`src/rtl/wsr_pkg.sv`:
```
// shared types and constants for the windowed-sinc resampler
package wsr_pkg;

  localparam int unsigned SAMPLE_W = 16;
  localparam int unsigned COEF_W   = 18;
  localparam int unsigned INDEX_W  = 14;
  localparam int unsigned RATIO_W  = 18;
  localparam int unsigned HALF_W   = 22;
  localparam int unsigned TLEN_W   = 15;
  localparam int unsigned CENTRE_W = 48;
  localparam int unsigned COUNT_W  = 32;
  localparam int unsigned DIV_W    = 66;

  localparam int unsigned MAX_OUT      = 40;
  localparam int unsigned WEIGHT_FLOOR = 9;
  localparam logic [RATIO_W-1:0] RATIO_ONE = RATIO_W'(65536);

  // register indexes of the configuration port
  localparam logic [1:0] REG_RATIO_STEP   = 2'd0;
  localparam logic [1:0] REG_HALF_WIDTH   = 2'd1;
  localparam logic [1:0] REG_TABLE_LENGTH = 2'd2;

  // item kinds carried on tuser
  localparam logic KIND_TABLE  = 1'b0;
  localparam logic KIND_SAMPLE = 1'b1;

  typedef struct packed {
    logic                       kind;
    logic [INDEX_W-1:0]         table_index;
    logic signed [COEF_W-1:0]   table_value;
    logic signed [SAMPLE_W-1:0] sample;
    logic                       last;
  } cmd_t;

endpackage

```
`src/rtl/wsr_front.sv`:
```
// input side: unpacks requests and queues them for the back end
module wsr_front (
  input  logic                 clk,
  input  logic                 rst,
  input  logic                 s_axis_tvalid,
  output logic                 s_axis_tready,
  input  logic [47:0]          s_axis_tdata,
  input  logic                 s_axis_tuser,
  input  logic                 s_axis_tlast,
  output wsr_pkg::cmd_t        cmd,
  output logic                 cmd_valid,
  input  logic                 cmd_ready
);
  import wsr_pkg::*;

  cmd_t       fifo [2];
  logic       wr_ptr;
  logic       rd_ptr;
  logic [1:0] count;
  logic       push;
  logic       pop;
  cmd_t       in_cmd;

  assign in_cmd.kind        = s_axis_tuser;
  assign in_cmd.table_index = s_axis_tdata[13:0];
  assign in_cmd.table_value = s_axis_tdata[31:14];
  assign in_cmd.sample      = s_axis_tdata[47:32];
  assign in_cmd.last        = s_axis_tlast;

  assign s_axis_tready = count != 2'd2;
  assign cmd_valid     = count != 2'd0;
  assign cmd           = fifo[rd_ptr];
  assign push          = s_axis_tvalid && s_axis_tready;
  assign pop           = cmd_valid && cmd_ready;

  always_ff @(posedge clk) begin
    if (push) begin
      fifo[wr_ptr] <= in_cmd;
    end
  end

  always_ff @(posedge clk) begin
    if (rst) begin
      wr_ptr <= 1'b0;
      rd_ptr <= 1'b0;
      count  <= 2'd0;
    end else begin
      if (push) wr_ptr <= ~wr_ptr;
      if (pop) rd_ptr <= ~rd_ptr;
      count <= count + {1'b0, push} - {1'b0, pop};
    end
  end
endmodule

```
`config.mk`:
```
export PLATFORM = sky130hd
export DESIGN_NAME = wsr_front
export DESIGN_NICKNAME = d
export VERILOG_FILES = /design/src/rtl/wsr_pkg.sv /design/src/rtl/wsr_front.sv
export SDC_FILE = /design/constraint.sdc
export NUM_CORES = 1
export LEC_CHECK = 0
export BUFFER_PORTS_ARGS = -buffer_cell sky130_fd_sc_hd__buf_2
export CORE_ASPECT_RATIO = 2
export CORE_MARGIN = 8
export CORE_UTILIZATION = 55
export CTS_BUF_LIST = sky130_fd_sc_hd__clkbuf_4 sky130_fd_sc_hd__clkbuf_8 sky130_fd_sc_hd__clkbuf_16
export DETAILED_ROUTE_END_ITERATION = 10
export GPL_TIMING_DRIVEN = 0
export PLACE_DENSITY = 0.83
export SLEW_MARGIN = 20
export SYNTH_ARGS = -nofsm -noshare
export SYNTH_HDL_FRONTEND = slang
export SYNTH_SLANG_ARGS = --single-unit
```
`constraint.sdc`:
```
create_clock -name clk -period 7 [get_ports clk]
set_input_delay 0.35 -clock clk [delete_from_list [all_inputs] [get_ports clk]]
set_output_delay 0.35 -clock clk [all_outputs]
set_load 0.02 [all_outputs]
```
==> reports/metrics.yaml, run 1 <==
status:
  status: "finished clean"
synth:
  seq_area_frac_synth_pct: 75.6
  syn-instance-count: 180
  yosysWarnings: 0
  synth_area_leader_cell: "edfxtp_1"
  yosysTopAreaCellShare_pct: 73.2
  synth.cell_area_mm2: 0.00410
  ys_types: 16
  syn_area_per_cell_um2: 22.8
  ys_top_cells_by_area: "edfxtp_1, mux2_4, buf_12"
  ys_ff_latch: 105
  synth_nets: 236
final_layout:
  insertedDiodeCount: 0
  area_growth_pct: 25.9
  fin_nets: 355
  drive_above_1_share_pct: 60.9
  utilization_pct: 71.1
  fill_cells: 506
clocking:
  clk_transition_reported_paths_ns: 0.06
  cts_buffer_depth: 2
  postCtsHoldBufs: 0
  cts_setup_buffers: 0
  cts_tree: "done"
  insertion_delay_ns: 0.34
  cts-buffers-inserted: 9
  cts-resized-gates: 0
  cts_num_sinks: 105
  htree_levels: 3
  root_buffer: "clkbuf_16"
drt:
  wl_mm: 7.32
  wl_per_cell_um: 18.5
  drtPass1Iterations: 4
  num_vias: 1981
  drt-initial-drc-count: 127
  drc: 0
  final_antenna_net_count: 0
  via_per_inst: 5.00
worst_setup_path:
  crit_type: "register to primary output"
  path_max_fanout: 10
  end_kind: "primary output"
  required_ns: 6.65
  start_kind: "register"
  arrival_ns: 1.44
die:
  core_mm2: 0.00727
  die_h_um: 138
  ioPinCount: 106
  die_area_mm2: 0.0106
  die_w_um: 77.1
  row_count: 44
  start_util_pct: 56.5
timing:
  setup_viol: 0
  rsz0062_at_grt: "no"
  period_needed_ns: 1.79
  finalHoldViolations: 0
  slew_headroom_pct: 64.6
  maxClockFrequency_mhz: 558
  post-route-period-util_pct: 25.6
  finalSetupTns_ns: 0
  tightest_slew_ns: 0.530
  maxSlewViolCount: 0
  fin_skew_ns: 0.00755
global_route:
  grt.met3_usage_pct: 5.39
  grt_pass1_vias: 2101
  grt_usage_pct: 13.9
  grt.busiest_layer: "met2"
  met1_usage_pct: 13.3
  antenna_found_initial: 0
  use_met2_pct: 24.4
  grt_pass1_wl_mm: 11.1
  grt_max_degree: 33
  overflow: 0
min_path:
  hold_class: "input port to register"
run:
  maxCapViolations: 0
place:
  hpwlAfterDp_mm: 5.28
  place.gp.congestion: 0.690
  portBuffers: 105
pwr:
  ir_drop_uv: 231
  p_per_area_mw_per_mm2: 382
  leakagePower_uw: 0.00206
-- worst max-delay path: stages (launching register included) --
cell     delay [ns]
dfxtp_1        0.32
buf_6          0.16
buf_12         0.15
mux2_4         0.31
buf_2          0.16
-- report_power, final --
part           internal (uW)  switching (uW)
logic                    294             309
clock network            351             204
registers                789            26.7
total                   1430             539
-- sequential cells by signal (all words and copies together), names as in the netlist, named ones only --
signal and cells:
count 2, fifo 100, rd_ptr 1, wr_ptr 1
-- layout by cell type, fill, tap and decap left out --
master | Yosys | layout
buf_2 | 0 | 105
edfxtp_1 | 100 | 100
mux2_4 | 51 | 51
clkbuf_16 | 0 | 9
buf_12 | 5 | 6
dfxtp_1 | 5 | 5
nor2_1 | 5 | 4
bufinv_16 | 0 | 3
nor2b_1 | 2 | 2
xnor2_1 | 2 | 2
ha_1 | 2 | 2
buf_16 | 0 | 2
o21a_2 | 1 | 1
nand2b_2 | 1 | 1
nand2_2 | 1 | 1
or2_1 | 1 | 1
buf_6 | 1 | 1
inv_1 | 1 | 1
and3_2 | 0 | 1
nor2_4 | 0 | 1
xor2_1 | 1 | 1
clkinv_2 | 0 | 1
clkinvlp_4 | 0 | 1
clkbuf_4 | 0 | 1
clkinv_1 | 0 | 1
-- cells in the mapped netlist --
master,count
edfxtp_1,100
mux2_4,51
buf_12,5
dfxtp_1,5
nor2_1,5
ha_1,2
nor2b_1,2
xnor2_1,2
and3_1,1
buf_6,1
inv_1,1
nand2_2,1
nand2b_2,1
o21a_2,1
or2_1,1
xor2_1,1
-- final timing paths --
check	to	slack [ns]	depth (start not counted)	from
worst min-delay path	fifo[0][37]$_DFFE_PP_	0.20	1	s_axis_tdata[2]
worst max-delay path	cmd[25]	5.21	4	register
worst min register to register	rd_ptr$_SDFFE_PP0P_	0.52	2	rd_ptr$_SDFFE_PP0P_
worst max register to register	fifo[1][27]$_DFFE_PP_	5.36	3	count[0]$_SDFF_PP0_
-- layout make-up --
type / instances / area [um2] / area share [%]
clock inverter: 6 / 106 / 2.06
buffer: 6 / 111 / 2.16
inverter: 1 / 3.75 / 0.0727
tap: 92 / 115 / 2.23
clock buffer: 10 / 233 / 4.50
sequential: 105 / 3100 / 60.1
timing repair buffer: 108 / 601 / 11.6
multi-input combinational: 68 / 893 / 17.3
-- cell families (layout without fill, tap and decap cells) --
logic type      after synthesis  count (layout)  share of synthesized area [%]
simple gates                 11              11                           1.43
compound gates                1               1                          0.214
xor+xnor                      3               3                          0.641
buf+inv                       7             131                           2.81
mux                          51              51                           18.7
flops                       105             105                           75.6
fa+ha+maj                     2               2                          0.610
-- metrics by stage --
stage	instance area (um2)	worst slack, ns	hold slack [ns]	power [uW]	std cells
2_1_floorplan	4100	3.80	0.422	1270	180
3_3_place_gp	4740	2.89	0.500	1410	377
3_5_place_dp	4830	5.37	0.509	1440	380
4_1_cts	5170	5.18	0.176	2000	396
5_1_grt	5170	5.16	0.178	2050	396
6_report	5170	5.21	0.195	1970	396
-- metal layers --
metal | share of wire, % | wire length [um] | vias up
li1 | - | - | 939
met1 | 34 | 2530 | 973
met2 | 57 | 4150 | 59
met3 | 6.4 | 472 | 10
met4 | 2.3 | 169 | 0
met5 | 0 | 0 | -
No activity file was read; power rests on OpenSTA's default activity.
==> run 2: changes to the inputs <==
- ABC_AREA: not set -> 1
- CORE_UTILIZATION: 55 -> 47
- PLACE_DENSITY: 0.83 -> 0.75
- clock period: 7 -> 1.4 ns (I/O delays scaled with it)
==> run 2 against run 1 <==
  * The run now ends with setup timing left
  * Final area increased by 20%
  * Die area is 14% higher
  * Flip-flop and latch count is the same
  * Synthesized cell count grew 7.2%
  * Highest routed layer unchanged
==> reports/metrics.yaml, run 2 <==
status:
  status: "finished with violations"
  violations: "setup timing"
final_layout:
  final_cell_mix: "edfxtp_1, buf_2, dlygate4sd3_1, buf_6, mux2_4"
  drive_above_1_share_pct: 52.6
  insertedDiodeCount: 0
  top_regs: "fifo: 100 flops, count: 2 flops"
  area_growth_pct: 51.1
  regMostFlops: "fifo"
  fin_nets: 430
  final_common_cell: "edfxtp_1"
  fin_area_mm2: 0.00621
  utilization_pct: 72.3
  largest_reg_flops: 100
  final_cells: 478
clocking:
  htree_levels: 3
  cts_num_sinks: 105
  cts_buffer_depth: 2
  insertion_delay_ns: 0.34
  cts_tree: "done"
  root_buffer: "clkbuf_16"
  cts-buffers-inserted: 9
  clk_transition_reported_paths_ns: 0.06
drt:
  wl_per_cell_um: 17.8
  drc: 0
  via_per_inst: 4.78
  drt-initial-drc-count: 99
  wl_mm: 8.49
  num_vias: 2284
  final_antenna_net_count: 0
  drtPass1Iterations: 4
synth:
  seq_area_frac_synth_pct: 75.5
  synth.cell_area_mm2: 0.00411
  synth_nets: 249
  yosysMostFrequentCell: "edfxtp_1"
  yosysTopAreaCellShare_pct: 73.1
  synthArstFlopShare_pct: 0
  ys_top_cells_by_area: "edfxtp_1, mux2_4, buf_12"
  ys_types: 11
  yosysWarnings: 0
  syn_area_per_cell_um2: 21.3
  synth_area_leader_cell: "edfxtp_1"
  ys_ff_latch: 105
  syn-instance-count: 193
  yosys-top-cells-count: "edfxtp_1, mux2_4, nor2_1"
  ys.flop_type: "edfxtp_1"
  synth_edf_count: 100
worst_setup_path:
  r2r_cells: 4
  start_kind: "register"
  crit_type: "register to primary output"
  cp_top_family: "buffers and inverters"
  ff2ff_setup_slack_ns: -0.14
  max_stage_delay_ns: 0.38
  path_max_fanout: 6
  crit_chain: "buf_12 > clkbuf_16 > mux2_4 > buf_6"
  r2r-start: "count[0]$_SDFF_PP0_"
  r2r-end: "fifo[1][44]$_DFFE_PP_"
  cp_slowest_cell: "dfxtp_4"
  required_ns: 1.33
  arrival_ns: 1.47
  cp_num_buf_inv: 3
  end_kind: "primary output"
global_route:
  overflow: 0
  grt_usage_pct: 14.2
  antenna_found_initial: 0
  grt_max_degree: 26
  grt_pass1_vias: 2586
  grt_pass1_wl_mm: 12.8
timing:
  period_needed_ns: 1.54
  setup_ws_ns: -0.139
  tightest_slew_ns: 0.602
  fin_skew_ns: 0.00727
  finalHoldViolations: 0
  slew_headroom_pct: 59.8
  finalSetupTns_ns: -10.58
  maxClockFrequency_mhz: 650
  post-route-period-util_pct: 110
  maxSlewViolCount: 0
  rsz0062_at_grt: "yes"
  setup_viol: 101
  holdWs_ns: 0.0599
place:
  hpwlAfterDp_mm: 5.24
  portBuffers: 105
  placed_area_mm2: 0.00484
  place.gp.congestion: 0.684
  placedCellCount: 400
min_path:
  hold_class: "input port to register"
  hp-start: "cmd_ready"
  whs_path_depth: 4
run:
  maxCapViolations: 0
die:
  core_mm2: 0.00859
  die_w_um: 82.1
  die_h_um: 148
  die_area_mm2: 0.0122
  ioPinCount: 106
  start_util_pct: 47.8
  row_count: 48
pwr:
  ir_drop_uv: 1460
  p_per_area_mw_per_mm2: 1750
  leakagePower_uw: 0.00249
==> run 2: cell types whose count changed after synthesis, moves of 2 or more <==
cell	previous run	this run
a21oi_1	0	2
nor2b_1	2	0
nand2_1	0	8
nor2_1	5	9
nand3_1	0	3
xnor2_1	2	0
inv_1	1	8
==> run 2: metrics by stage <==
step	setup WS, ns	power, uW
after floorplan	-0.315	6340
after global placement	-0.650	7070
after detailed placement	-0.682	7210
after CTS	-0.197	10800
after global routing	-0.244	11300
final	-0.139	10900
==> run 2: how the worst max path moves through the flow <==
stage | start | to | slack (ns) | depth (start not counted)
2_1_floorplan | count[0]$_SDFF_PP0_ | fifo[0][0]$_DFFE_PP_ | -0.31 | 4
3_3_place_gp | count[0]$_SDFF_PP0_ | fifo[0][6]$_DFFE_PP_ | -0.65 | 4
3_5_place_dp | count[0]$_SDFF_PP0_ | fifo[1][6]$_DFFE_PP_ | -0.68 | 4
4_1_cts | register | cmd[2] | -0.20 | 5
5_1_grt | count[0]$_SDFF_PP0_ | fifo[1][44]$_DFFE_PP_ | -0.24 | 4
6_report | register | cmd[3] | -0.14 | 4
==> run 2: cell families after synthesis <==
family / Yosys count / share of synthesized area (%)
flip-flops: 105 / 75.5
multiplexers: 50 / 18.3
AND/OR/NAND/NOR: 20 / 1.92
buffers and inverters: 14 / 3.44
AO/OA/AOI/OAI: 2 / 0.244
adder cells (fa/ha/maj): 2 / 0.609
==> run 2: worst register-to-register path: cells and delay by family, from the launching register on <==
| kind | cells | cell delay, ns |
|---|---|---|
| buffers and inverters | 2 | 0.58 |
| flip-flops | 1 | 0.32 |
| AND/OR/NAND/NOR | 2 | 0.19 |
==> run 2: per-layer routing <==
layer	up-vias	wire (um)	track usage, %
li1	1100	-	-
met5	-	0	0
met3	13	405	3.63
met1	1109	2920	13.6
met4	0	233	7.52
met2	62	4930	26.0
==> run 2: area by class of cell <==
type	instances	area, um2
Tap cell	100	125
Clock inverter	6	90.1
Fill cell	547	2380
Multi-Input combinational cell	74	900
Buffer	5	100
Clock buffer	9	225
Sequential cell	105	3110
Inverter	8	33.8
Timing Repair Buffer	170	1620
Timing Repair inverter	1	7.51
==> run 2: power breakdown <==
| part | switching (uW) | internal, uW |
|---|---|---|
| clock network | 1050 | 1560 |
| registers | 154 | 3990 |
| logic | 1830 | 2300 |
==> run 2: timing repair <==
item,in CTS,in global routing
buffers inserted,5,2
hold buffers,51,0
hold endpoints to repair,101,0
gates cloned,5,2
pin swaps,1,1
endpoints found under the setup margin,140,103
resized for setup,85,26
